## config.mk

```make
export PLATFORM = sky130hd
export DESIGN_NAME = grid_line_cell_walker_core
export DESIGN_NICKNAME = d
export VERILOG_FILES = /design/src/rtl/glcw_pkg.sv /design/src/rtl/grid_line_cell_walker_core.sv /design/src/rtl/glcw_dpath.sv /design/src/rtl/glcw_ctrl.sv
export SDC_FILE = /design/constraint.sdc
export NUM_CORES = 1
export LEC_CHECK = 0
export ABC_AREA = 0
export CORE_MARGIN = 3
export CORE_UTILIZATION = 30
export CTS_CLUSTER_DIAMETER = 30
export DETAILED_ROUTE_END_ITERATION = 16
export DONT_BUFFER_PORTS = 1
export GPL_ROUTABILITY_DRIVEN = 0
export PLACE_DENSITY = 0.47
export SYNTH_ARGS = -nofsm -noshare
export SYNTH_HDL_FRONTEND = slang
export SYNTH_SLANG_ARGS = --single-unit
```

## constraint.sdc

```tcl
create_clock -name aclk -period 4 [get_ports aclk]
set_input_delay 0.4 -clock aclk [delete_from_list [all_inputs] [get_ports aclk]]
set_output_delay 0.4 -clock aclk [all_outputs]
set_load 0.1 [all_outputs]
```

## src/rtl/glcw_pkg.sv

```systemverilog
// ----------------------------------------------------------------------------
// glcw_pkg
// Shared types and constants for the grid line cell walker.
// ----------------------------------------------------------------------------
package glcw_pkg;

    // coordinate width of the square grid tile
    localparam int COORD_BITS = 6;
    // signed error term, holds row_span - col_span and its updates
    localparam int ERR_BITS   = COORD_BITS + 2;

    typedef logic [COORD_BITS-1:0]      coord_t;
    typedef logic signed [ERR_BITS-1:0] err_t;

    // controller states
    typedef enum logic {
        ST_IDLE,
        ST_WALK
    } state_t;

    // commands from controller to datapath
    typedef struct packed {
        logic load;   // take a new ray into the walk registers
        logic emit;   // put current cell into the output register and step
    } cmd_t;

    // status from datapath to controller
    typedef struct packed {
        logic done;   // current cell is the end cell
    } status_t;

endpackage

```

## src/rtl/grid_line_cell_walker_core.sv

```systemverilog
// ----------------------------------------------------------------------------
// grid_line_cell_walker_core
// All-octant Bresenham line walker over a 64 x 64 cell tile.
// ----------------------------------------------------------------------------
// Usage:
//   Input channel s_*: one word per ray, start cell and end cell (row, col).
//   Output channel m_*: one word per cell on the line, start to end in order,
//   both ends included; m_last_cell marks the end cell.
//   A ray of spans dr, dc yields max(dr, dc) + 1 cells, at most 64.
// Timing:
//   The ray is loaded into the walk registers in the cycle it is accepted; the
//   first cell then goes from the walk registers into the output register, then
//   one cell per cycle while m_ready is high. A single step unit walks one cell
//   per cycle, so a ray is finished before the next one is taken.
//   s_ready is high only between rays; the next ray may be taken while the
//   end cell still waits in the output register.
// Reset:
//   aresetn (synchronous, active low) returns the sequencer to idle and drops
//   m_valid; no clearing pass is needed.
// Stalls:
//   While m_valid is high and m_ready is low the output word holds and the walk pauses in place.
// ----------------------------------------------------------------------------
module grid_line_cell_walker_core (
    input  logic                aclk,
    input  logic                aresetn,
    input  logic                s_valid,
    output logic                s_ready,
    input  glcw_pkg::coord_t    s_start_row,
    input  glcw_pkg::coord_t    s_start_col,
    input  glcw_pkg::coord_t    s_end_row,
    input  glcw_pkg::coord_t    s_end_col,
    output logic                m_valid,
    input  logic                m_ready,
    output glcw_pkg::coord_t    m_cell_row,
    output glcw_pkg::coord_t    m_cell_col,
    output logic                m_last_cell
);

    glcw_pkg::cmd_t    cmd;
    glcw_pkg::status_t sts;

    // sequencer
    glcw_ctrl u_ctrl (
        .aclk    (aclk),
        .aresetn (aresetn),
        .s_valid (s_valid),
        .s_ready (s_ready),
        .m_valid (m_valid),
        .m_ready (m_ready),
        .sts     (sts),
        .cmd     (cmd)
    );

    // walk datapath
    glcw_dpath u_dpath (
        .aclk      (aclk),
        .start_row (s_start_row),
        .start_col (s_start_col),
        .end_row   (s_end_row),
        .end_col   (s_end_col),
        .cmd       (cmd),
        .sts       (sts),
        .cell_row  (m_cell_row),
        .cell_col  (m_cell_col),
        .last_cell (m_last_cell)
    );

endmodule

```

## src/rtl/glcw_dpath.sv

```systemverilog
// ----------------------------------------------------------------------------
// glcw_dpath
// Walk registers, span and error term arithmetic, and the output word register.
// ----------------------------------------------------------------------------
module glcw_dpath (
    input  logic                aclk,
    input  glcw_pkg::coord_t    start_row,
    input  glcw_pkg::coord_t    start_col,
    input  glcw_pkg::coord_t    end_row,
    input  glcw_pkg::coord_t    end_col,
    input  glcw_pkg::cmd_t      cmd,
    output glcw_pkg::status_t   sts,
    output glcw_pkg::coord_t    cell_row,
    output glcw_pkg::coord_t    cell_col,
    output logic                last_cell
);

    localparam int EW = glcw_pkg::ERR_BITS;

    glcw_pkg::coord_t walk_row_reg,   walk_row_next;
    glcw_pkg::coord_t walk_col_reg,   walk_col_next;
    glcw_pkg::coord_t target_row_reg, target_row_next;
    glcw_pkg::coord_t target_col_reg, target_col_next;
    glcw_pkg::coord_t row_span_reg,   row_span_next;
    glcw_pkg::coord_t col_span_reg,   col_span_next;
    logic             row_neg_reg,    row_neg_next;
    logic             col_neg_reg,    col_neg_next;
    glcw_pkg::err_t   err_reg,        err_next;
    glcw_pkg::coord_t out_row_reg,    out_row_next;
    glcw_pkg::coord_t out_col_reg,    out_col_next;
    logic             out_last_reg,   out_last_next;

    logic                  done;
    logic signed [EW:0]    e2;
    logic signed [EW:0]    dr_ext;
    logic signed [EW:0]    dc_ext;
    logic                  row_adv;
    logic                  col_adv;
    glcw_pkg::coord_t      ld_row_span;
    glcw_pkg::coord_t      ld_col_span;

    // end-of-walk detect
    assign done = (walk_row_reg == target_row_reg) && (walk_col_reg == target_col_reg);
    assign sts.done = done;

    // step decisions from doubled error term
    assign e2     = {err_reg, 1'b0};
    assign dr_ext = $signed({3'b000, row_span_reg});
    assign dc_ext = $signed({3'b000, col_span_reg});
    assign row_adv = (e2 > -dc_ext);
    assign col_adv = (e2 < dr_ext);

    // spans of a new ray
    assign ld_row_span = (end_row > start_row) ? end_row - start_row : start_row - end_row;
    assign ld_col_span = (end_col > start_col) ? end_col - start_col : start_col - end_col;

    // next-state of the walk registers
    always_comb begin
        walk_row_next   = walk_row_reg;
        walk_col_next   = walk_col_reg;
        target_row_next = target_row_reg;
        target_col_next = target_col_reg;
        row_span_next   = row_span_reg;
        col_span_next   = col_span_reg;
        row_neg_next    = row_neg_reg;
        col_neg_next    = col_neg_reg;
        err_next        = err_reg;
        out_row_next    = out_row_reg;
        out_col_next    = out_col_reg;
        out_last_next   = out_last_reg;
        if (cmd.load) begin
            walk_row_next   = start_row;
            walk_col_next   = start_col;
            target_row_next = end_row;
            target_col_next = end_col;
            row_span_next   = ld_row_span;
            col_span_next   = ld_col_span;
            row_neg_next    = !(start_row < end_row);
            col_neg_next    = !(start_col < end_col);
            err_next        = $signed({2'b00, ld_row_span}) - $signed({2'b00, ld_col_span});
        end else if (cmd.emit) begin
            out_row_next  = walk_row_reg;
            out_col_next  = walk_col_reg;
            out_last_next = done;
            if (!done) begin
                if (row_adv) begin
                    walk_row_next = row_neg_reg ? walk_row_reg - 1'b1 : walk_row_reg + 1'b1;
                end
                if (col_adv) begin
                    walk_col_next = col_neg_reg ? walk_col_reg - 1'b1 : walk_col_reg + 1'b1;
                end
                err_next = err_reg
                         - (row_adv ? dc_ext[EW-1:0] : glcw_pkg::err_t'(0))
                         + (col_adv ? dr_ext[EW-1:0] : glcw_pkg::err_t'(0));
            end
        end
    end

    // payload registers
    always_ff @(posedge aclk) begin
        walk_row_reg   <= walk_row_next;
        walk_col_reg   <= walk_col_next;
        target_row_reg <= target_row_next;
        target_col_reg <= target_col_next;
        row_span_reg   <= row_span_next;
        col_span_reg   <= col_span_next;
        row_neg_reg    <= row_neg_next;
        col_neg_reg    <= col_neg_next;
        err_reg        <= err_next;
        out_row_reg    <= out_row_next;
        out_col_reg    <= out_col_next;
        out_last_reg   <= out_last_next;
    end

    assign cell_row  = out_row_reg;
    assign cell_col  = out_col_reg;
    assign last_cell = out_last_reg;

endmodule

```

## src/rtl/glcw_ctrl.sv

```systemverilog
// ----------------------------------------------------------------------------
// glcw_ctrl
// Walk sequencer: takes a ray, issues one emit per free output slot, and owns
// the output word valid flag.
// ----------------------------------------------------------------------------
module glcw_ctrl (
    input  logic                aclk,
    input  logic                aresetn,
    input  logic                s_valid,
    output logic                s_ready,
    output logic                m_valid,
    input  logic                m_ready,
    input  glcw_pkg::status_t   sts,
    output glcw_pkg::cmd_t      cmd
);

    glcw_pkg::state_t state_reg, state_next;
    logic             m_valid_reg, m_valid_next;
    logic             out_free;

    assign out_free = !m_valid_reg || m_ready;

    // next state
    always_comb begin
        state_next = state_reg;
        unique case (state_reg)
            glcw_pkg::ST_IDLE: begin
                if (s_valid) state_next = glcw_pkg::ST_WALK;
            end
            glcw_pkg::ST_WALK: begin
                if (out_free && sts.done) state_next = glcw_pkg::ST_IDLE;
            end
            default: state_next = glcw_pkg::ST_IDLE;
        endcase
    end

    // outputs and commands
    always_comb begin
        s_ready  = 1'b0;
        cmd.load = 1'b0;
        cmd.emit = 1'b0;
        unique case (state_reg)
            glcw_pkg::ST_IDLE: begin
                s_ready  = 1'b1;
                cmd.load = s_valid;
            end
            glcw_pkg::ST_WALK: begin
                cmd.emit = out_free;
            end
            default: ;
        endcase
    end

    // output word valid
    always_comb begin
        m_valid_next = m_valid_reg;
        if (cmd.emit) m_valid_next = 1'b1;
        else if (m_ready) m_valid_next = 1'b0;
    end

    always_ff @(posedge aclk) begin
        if (!aresetn) begin
            state_reg   <= glcw_pkg::ST_IDLE;
            m_valid_reg <= 1'b0;
        end else begin
            state_reg   <= state_next;
            m_valid_reg <= m_valid_next;
        end
    end

    assign m_valid = m_valid_reg;

`ifndef SYNTHESIS
    // a taken ray starts a walk
    a_load_walk: assert property (@(posedge aclk) disable iff (!aresetn)
        cmd.load |=> (state_reg == glcw_pkg::ST_WALK))
        else $error("ray accepted but walk not started");

    // the end cell closes the walk and is left in the output word
    a_done_idle: assert property (@(posedge aclk) disable iff (!aresetn)
        (cmd.emit && sts.done) |=> (state_reg == glcw_pkg::ST_IDLE) && m_valid_reg)
        else $error("end cell emitted without ending walk");

    // a stalled output word holds the walk in place
    a_stall_hold: assert property (@(posedge aclk) disable iff (!aresetn)
        (state_reg == glcw_pkg::ST_WALK && m_valid_reg && !m_ready)
            |=> (state_reg == glcw_pkg::ST_WALK) && m_valid_reg)
        else $error("walk advanced while output stalled");
`endif

endmodule

```

==> results of run 1 <==
[stage by stage]
stage / utilization / worst slack [ns] / setup TNS, ns
6_report: 0.366 / 0.0174 / 0
5_1_grt: 0.366 / -0.207 / -0.760
4_1_cts: 0.361 / 0.0150 / 0
3_5_place_dp: 0.332 / -0.344 / -1.35
3_3_place_gp: 0.332 / -0.203 / -0.776
2_1_floorplan: - / 0.0483 / 0
[logic make-up (layout without fill, tap and decap cells)]
| group | Yosys count | after routing | synth area share |
|---|---|---|---|
| buffers and inverters | 85 | 122 | 0.0692 |
| adders and majority gates | 74 | 74 | 0.208 |
| muxes | 14 | 14 | 0.0295 |
| xor gates and xnor gates | 43 | 43 | 0.0766 |
| DFF | 61 | 61 | 0.369 |
| and+or+nand+nor | 101 | 101 | 0.108 |
| AOI/OAI and AO/OA | 98 | 98 | 0.139 |
[worst max-delay path by stage]
stage	start	endpoint	depth (start not counted)
global route	u_dpath.col_span_reg[3]	u_dpath.err_reg[5]	16
finish	u_dpath.col_span_reg[3]	u_dpath.err_reg[5]	16
detailed placement	u_dpath.col_span_reg[1]	u_dpath.err_reg[7]	16
floorplan	u_dpath.col_span_reg[0]	u_dpath.err_reg[7]	17
global placement	u_dpath.col_span_reg[0]	u_dpath.err_reg[5]	17
CTS	u_dpath.col_span_reg[1]	u_dpath.err_reg[7]	17
[area by class of cell]
cell class | instances | area [um2] | share of cell area
clock buffers | 9 | 225 | 0.0386
flip-flops and latches | 61 | 1810 | 0.310
multi-input cells | 330 | 2940 | 0.504
repair buffers | 30 | 225 | 0.0386
inverters | 76 | 285 | 0.0489
clock inverters | 7 | 75.1 | 0.0129
well taps | 216 | 270 | 0.0463
[power by group]
part           switching [mW]  internal [mW]  total [mW]
clock                   0.300          0.485       0.785
sequential              0.254          0.952        1.21
combinational            1.47           1.49        2.97
total                    2.03           2.93        4.96
[cell usage after synthesis (all sizes together) (2+ instances only)]
| master | number |
|---|---|
| nor2 | 18 |
| a21o | 13 |
| buf | 6 |
| o2111ai | 2 |
| or3 | 3 |
| and2 | 10 |
| clkbuf | 3 |
| nand2b | 2 |
| nor3 | 8 |
| mux2i | 10 |
| ha | 61 |
| nand3 | 10 |
| a211oi | 8 |
| a21oi | 31 |
| xor2 | 16 |
| dfxtp | 2 |
| mux2 | 4 |
| a21boi | 2 |
| nand4 | 5 |
| o21bai | 3 |
| edfxtp | 59 |
| o211ai | 5 |
| nor4bb | 2 |
| nor2b | 5 |
| fa | 13 |
| inv | 76 |
| a221oi | 4 |
| nor3b | 2 |
| a211o | 2 |
| nand3b | 4 |
| o21a | 2 |
| xnor2 | 27 |
| o21ai | 18 |
| and4 | 3 |
| a32oi | 2 |
| nand2 | 26 |
[repair_timing]
action	4_1_cts	5_1_grt
buffers inserted	4	4
resized for setup	27	8
setup endpoints to repair	5	5
hold endpoints to repair	0	0
pin swaps	19	10
[layer usage]
metal | vias to the layer above | part of all wire | global-route usage
met5 | - | 0 | 0
met4 | 0 | 0.0098 | 0.0286
met3 | 9 | 0.038 | 0.0278
met2 | 42 | 0.48 | 0.223
met1 | 1641 | 0.47 | 0.174
li1 | 1738 | - | -
[critical path, cell delays in order (launching register included)]
cell and delay (ns):
sky130_fd_sc_hd__edfxtp_1 0.43, sky130_fd_sc_hd__nor2_4 0.17, sky130_fd_sc_hd__nor4bb_4 0.29, sky130_fd_sc_hd__ha_1 0.28
sky130_fd_sc_hd__a21o_1 0.19, sky130_fd_sc_hd__a211oi_4 0.21, sky130_fd_sc_hd__buf_4 0.15, sky130_fd_sc_hd__a41oi_4 0.16
sky130_fd_sc_hd__and2_4 0.18, sky130_fd_sc_hd__fa_1 0.59, sky130_fd_sc_hd__inv_2 0.06, sky130_fd_sc_hd__ha_4 0.27
sky130_fd_sc_hd__a21oi_4 0.05, sky130_fd_sc_hd__o211ai_1 0.30, sky130_fd_sc_hd__nor2_1 0.09, sky130_fd_sc_hd__xor2_1 0.16
sky130_fd_sc_hd__o2111ai_1 0.11
==> key figures, run 1 <==
Logic synthesis
  – Most area-consuming cells after synthesis: sky130_fd_sc_hd__edfxtp_1 (36%), sky130_fd_sc_hd__ha_1 (16%), sky130_fd_sc_hd__inv_1 (5.8%)
  – Count of different cell masters after synthesis: 51
  – Most frequently used flop master after synthesis: sky130_fd_sc_hd__edfxtp_1
  – Share of Yosys cell area claimed by the top area cell type: 0.360
  – Post-Syn Area: 0.00491 mm2
  – Number of nets produced by synthesis: 578
  – Sequential-to-total area share from yosys stat: 0.369
  – Mean cell area of the mapped netlist: approximately 10 um2
  – Count of flip-flops with a built-in enable after synthesis: slightly below 60
  – Flip-flop and latch count after synthesis: roughly 60
  – Async SR Flop Fraction: 0
  – Instance count of the mapped netlist: 476
  – Yosys warns: 0
  – Biggest area consumer among synthesized cells: sky130_fd_sc_hd__edfxtp_1

Clock network
  – Root Buffer Master: sky130_fd_sc_hd__clkbuf_16
  – Clock latency on the worst-skew pair: 0.33 ns
  – Maximum level of the CTS H-tree: 3
  – Buffer depth of the longest clock path: 2
  – Number of hold-repair buffers added at the cts stage: 0
  – Clock sink count: 61
  – Clock buffers created by TritonCTS: 9
  – Worst-path clk slew: 0.06 ns
  – Clock tree from TritonCTS: yes

Finish
  – Antenna diode count: 0
  – Fill count: 1612
  – Commonest cells after routing, fill and taps aside: sky130_fd_sc_hd__inv_1 (71), sky130_fd_sc_hd__edfxtp_1 (59), sky130_fd_sc_hd__ha_1 (54)
  – Cell area after layout: between 0.005 and 0.006 mm2
  – Number of non-filler instances in the completed layout: 729
  – Nets@finish: 610
  – Number of flip-flops under the largest register name: 8
  – Area growth syn-to-layout: 18.7%
  – Fraction of layout cells with a size suffix above 1: 0.168
  – Most common library cell in the layout ignoring fill and taps: sky130_fd_sc_hd__inv_1

Die
  – Area of the placeable core: 0.0159 mm2
  – Die area: ~0.018 mm2
  – Starting density of the core: 0.308
  – I/O pins: between 40 and 50
  – Number of placement rows: 46
  – Die H: between 100 and 150 um
  – Overall die width: about 130 um

STA
  – Hold Violations, Final: 0
  – Final count of negative-setup-slack endpoints: 0
  – Final cycle utilization of the critical path: 0.996
  – Fin crit period: 3.98 ns
  – Max Clk Rate: between 0.2 and 0.3 GHz
  – Setup repair after global routing missed its margin: yes
  – Setup Skew: 0.0106 ns
  – Worst relative slew slack: 0.356
  – Max-slew violation count: 0
  – Worst hold slack: 0.163 ns
  – Slew at the pin closest to its max-slew limit: 0.965 ns

Global route
  – Antenna violations before repair: 0
  – First-pass GRT wire length: 18.6 mm
  – Total routing resource utilization after global routing: 0.132
  – Number of global-route vias before repair: 3580
  – Total congestion overflow after global routing: 0
  – Largest net degree at the start of global routing: 41

Critical path
  – Crit path capture type: flop
  – Classification of the worst setup path: reg2reg
  – Terminus of the critical flop-to-flop path: u_dpath.err_reg[5]
  – Path depth of the worst reg2reg path: 16
  – CP Data Required Time: 4.04 ns
  – WP data arrival: 4.03 ns
  – Reg-to-reg critical path startpoint: u_dpath.col_span_reg[3]
  – Worst R2R Setup Slack: 0.02 ns
  – Largest fanout on the critical path: 6
  – Startpoint class of the critical path: flop

Hold path
  – Hold path depth: 0
  – Hold EP: u_dpath.target_row_reg[2]
  – Launch point of the worst hold path: s_end_row[2]
  – Worst hold-check path type: in2reg

Detailed routing
  – DRC violation total after the first TritonRoute iteration: 196
  – Final ANT Viol Nets: 0
  – DR vias: 3430
  – Via density: 4.71
  – Remaining DRCs: 0
  – DRT Wirelength: 11.6 mm
  – Detailed-route wire length per cell: 15.9 um
  – Detailed-router iteration count before antenna repair: 6

Power
  – Largest vdd supply drop: around 0.00031 V
  – LEAKAGE: approximately 2.5 nW
  – Cell Pwr Density: 850 mW/mm2
  – Total Power: ~5.0 mW

Placement
  – Cell area after placement: about 0.0053 mm2
  – Port Buffers: 0
  – DP Wirelength: 9.08 mm
  – Placed instance count: 705

Status
  – Outcome: finished, final reports clean

Flow run
  – Max-cap viol count: 0
(Power assumes the default switching activity.)
==> run 2, diff against run 1 <==
--- a/config.mk
+++ b/config.mk
@@ -6,13 +6,14 @@
 export NUM_CORES = 1
 export LEC_CHECK = 0
 export ABC_AREA = 0
-export CORE_MARGIN = 3
+export CORE_MARGIN = 2
 export CORE_UTILIZATION = 30
 export CTS_CLUSTER_DIAMETER = 30
 export DETAILED_ROUTE_END_ITERATION = 16
 export DONT_BUFFER_PORTS = 1
 export GPL_ROUTABILITY_DRIVEN = 0
 export PLACE_DENSITY = 0.47
+export REMOVE_ABC_BUFFERS = 1
 export SYNTH_ARGS = -nofsm -noshare
 export SYNTH_HDL_FRONTEND = slang
 export SYNTH_SLANG_ARGS = --single-unit
==> run 2 against run 1 <==
  * The flow now finishes with violations (negative setup slack)
  * Global-route usage increased by 0.38 points
  * Non-clock buffer count increased by 2
  * Total power about the same
  * Maximum frequency decreased by 1.8%
  * Sequential power about the same
  * Routed wire length decreased by 1.5%
  * Largest power group unchanged
  * Design area increased by 0.11%
  * Hold slack got worse by 0.0041 ns
  * Register-to-register slack got worse by 0.07 ns
  * Worst setup slack got worse by 0.074 ns
  * Clock power increased by 11%
  * Utilization about the same
==> key figures, run 2 (synthesis gave the netlist of run 1 again) <==
Die
  – Overall die width: 132 um
  – Starting density of the core: 0.308
  – Die H: around 130 um
  – Area of the placeable core: 0.0159 mm2
  – Number of placement rows: 46
  – Die area: 0.0174 mm2
  – I/O pins: 43

Global route
  – GRT Max-Usage Layer: met2
  – Met3 track demand over resource: 0.0434
  – Number of global-route vias before repair: 3529
  – GRT met1 Usage: 0.179
  – Total routing resource utilization after global routing: 0.136
  – Total congestion overflow after global routing: 0
  – Met2 Track Usage GR: 0.216
  – Largest net degree at the start of global routing: 35
  – Antenna violations before repair: 0
  – First-pass GRT wire length: 18.5 mm

STA
  – Max Clk Rate: about 0.25 GHz
  – Hold Violations, Final: 0
  – Final cycle utilization of the critical path: 1.01
  – Final count of negative-setup-slack endpoints: 3
  – Worst hold slack: 0.159 ns
  – Setup Skew: 0.00299 ns
  – Minimum setup slack in the final design: -0.0561 ns
  – Fin crit period: 4.06 ns
  – Setup repair after global routing missed its margin: yes
  – Max-slew violation count: 0
  – Worst relative slew slack: 0.361
  – Slew at the pin closest to its max-slew limit: 0.957 ns

Hold path
  – Worst hold-check path type: in2reg
  – Hold path depth: 0
  – Launch point of the worst hold path: s_end_col[0]
  – Hold EP: u_dpath.target_col_reg[0]

Placement
  – DP Wirelength: between 8 and 9 mm
  – Placed instance count: 707
  – Pre-CTS worst setup slack: -0.276 ns
  – Port Buffers: 0

Finish
  – Area growth syn-to-layout: 18.9%
  – Number of flip-flops under the largest register name: 8
  – Fraction of layout cells with a size suffix above 1: 0.158
  – Fill count: 1608
  – Number of non-filler instances in the completed layout: 730
  – Antenna diode count: 0
  – Most common library cell in the layout ignoring fill and taps: sky130_fd_sc_hd__inv_1
  – Nets@finish: 612
  – Commonest cells after routing, fill and taps aside: sky130_fd_sc_hd__inv_1 (71), sky130_fd_sc_hd__edfxtp_1 (59), sky130_fd_sc_hd__ha_1 (57)

Critical path
  – Critical path's largest stage delay: 0.57 ns
  – Crit-path most repeated cell: sky130_fd_sc_hd__ha_1
  – Path depth of the worst reg2reg path: 17
  – Worst R2R Setup Slack: -0.06 ns
  – Reg-to-reg critical path startpoint: u_dpath.col_span_reg[0]
  – CP Data Required Time: 4.06 ns
  – Ordered list of cells on the worst path: inv_2 -> ha_4 -> nor4bb_4 -> ha_1 -> a21o_1 -> a211oi_2 -> o221a_2 -> a41oi_4 -> and2_4 -> fa_1 -> inv_1 -> ha_1 -> a21oi_2 -> o211ai_1 -> nor2_1 -> xor2_1 -> o2111ai_1
  – WP data arrival: 4.12 ns
  – Classification of the worst setup path: reg2reg
  – Critical-path cell with the highest stage delay: sky130_fd_sc_hd__fa_1
  – Terminus of the critical flop-to-flop path: u_dpath.err_reg[5]
  – Crit path capture type: flop
  – Startpoint class of the critical path: flop
  – Largest fanout on the critical path: 5

Power
  – Cell Pwr Density: roughly 850 mW/mm2
  – Portion of total power attributed to sequential cells: 0.245
  – Cell-internal power: about 3.0 mW
  – Combinational group share of total power: 0.580
  – Switching power: about 1.9 mW
  – Switching power as a share of total power: 0.391
  – Largest vdd supply drop: between 0.0003 and 0.0004 V
  – Clock network power share: 0.176
  – LEAKAGE: 2.52 nW

Detailed routing
  – DRT Wirelength: 11.4 mm
  – Detailed-route wire length per cell: 15.7 um
  – DRC violation total after the first TritonRoute iteration: 132
  – Remaining DRCs: 0
  – Final ANT Viol Nets: 0
  – Detailed-router iteration count before antenna repair: 4
  – Via density: 4.77
  – DR vias: between 3k and 4k

Clock network
  – Maximum level of the CTS H-tree: 3
  – Worst-path clk slew: 0.05 ns
  – Clock sink count: 61
  – Clock buffers created by TritonCTS: 9
  – Clock latency on the worst-skew pair: 0.33 ns
  – Clock tree from TritonCTS: yes
  – Root Buffer Master: sky130_fd_sc_hd__clkbuf_16
  – Number of hold-repair buffers added at the cts stage: 0
  – Buffer depth of the longest clock path: 2

Status
  – Violations in the final reports: negative setup slack
  – Outcome: complete, but fails checks

Flow run
  – Max-cap viol count: 0
==> run 2: cell count changes in the layout (fill, tap and decap cells not counted), moves of 2 or more <==
cell	previous run	this run
sky130_fd_sc_hd__and2_4	5	3
sky130_fd_sc_hd__ha_1	54	57
sky130_fd_sc_hd__bufinv_16	1	3
sky130_fd_sc_hd__clkinvlp_4	2	0
sky130_fd_sc_hd__and2_1	5	7
sky130_fd_sc_hd__ha_4	6	3
sky130_fd_sc_hd__buf_6	0	3
==> run 2: layout make-up <==
type | instances | area (um2) | area share
Timing Repair Buffer | 32 | 251 | 0.0430
Multi-Input combinational cell | 330 | 2890 | 0.495
Clock buffer | 10 | 229 | 0.0392
Inverter | 76 | 285 | 0.0488
Sequential cell | 61 | 1810 | 0.310
Clock inverter | 5 | 100 | 0.0171
Tap cell | 216 | 270 | 0.0463
==> run 2: worst max-delay path: cells and delay by family (launching register included) <==
family / cells / cell delay [ns]
AOI/OAI and AO/OA: 7 / 1.19
buffers and inverters: 2 / 0.15
xor gates and xnor gates: 1 / 0.17
adders and majority gates: 4 / 1.27
and+or+nand+nor: 3 / 0.59
DFF: 1 / 0.41
==> run 2: worst max path at each step <==
stage                     cells after the start                     from            endpoint
after floorplan                              17  u_dpath.col_span_reg[0]  u_dpath.err_reg[5]
after global placement                       17  u_dpath.col_span_reg[0]  u_dpath.err_reg[7]
after detailed placement                     17  u_dpath.col_span_reg[1]  u_dpath.err_reg[5]
after CTS                                    16  u_dpath.col_span_reg[2]  u_dpath.err_reg[5]
after global routing                         17  u_dpath.col_span_reg[0]  u_dpath.err_reg[5]
final                                        17  u_dpath.col_span_reg[0]  u_dpath.err_reg[5]
==> run 2: routing by layer <==
layer / vias up / share of wire
li1: 1741 / -
met1: 1672 / 0.47
met2: 65 / 0.47
met5: - / 0
met3: 7 / 0.045
met4: 0 / 0.0089
==> run 2: power by group through the flow <==
| stage | Sequential [mW] | Clock (mW) | Combinational (mW) |
|---|---|---|---|
| floorplan | 1.17 | 0 | 1.78 |
| global placement | 1.22 | 0 | 2.46 |
| detailed placement | 1.23 | 0 | 2.49 |
| CTS | 1.22 | 0.891 | 2.67 |
| global route | 1.23 | 0.927 | 3.26 |
| finish | 1.21 | 0.872 | 2.87 |
==> run 2: timing repair <==
| action | in CTS | in global routing |
|---|---|---|
| cloned | 0 | 0 |
| pin swaps | 13 | 23 |
| buffers inserted | 5 | 3 |
| setup endpoints to repair | 6 | 6 |
| resized for setup | 14 | 19 |
==> run 2: per-stage QoR <==
step           TNS [ns]  total power [mW]  cell area [um2]   util
2_1_floorplan   -0.0309              2.95             4860      -
3_3_place_gp     -0.638              3.69             5310  0.333
3_5_place_dp      -1.06              3.72             5310  0.333
4_1_cts         -0.0379              4.78             5750  0.361
5_1_grt           -1.08              5.42             5840  0.366
6_report         -0.115              4.96             5840  0.366
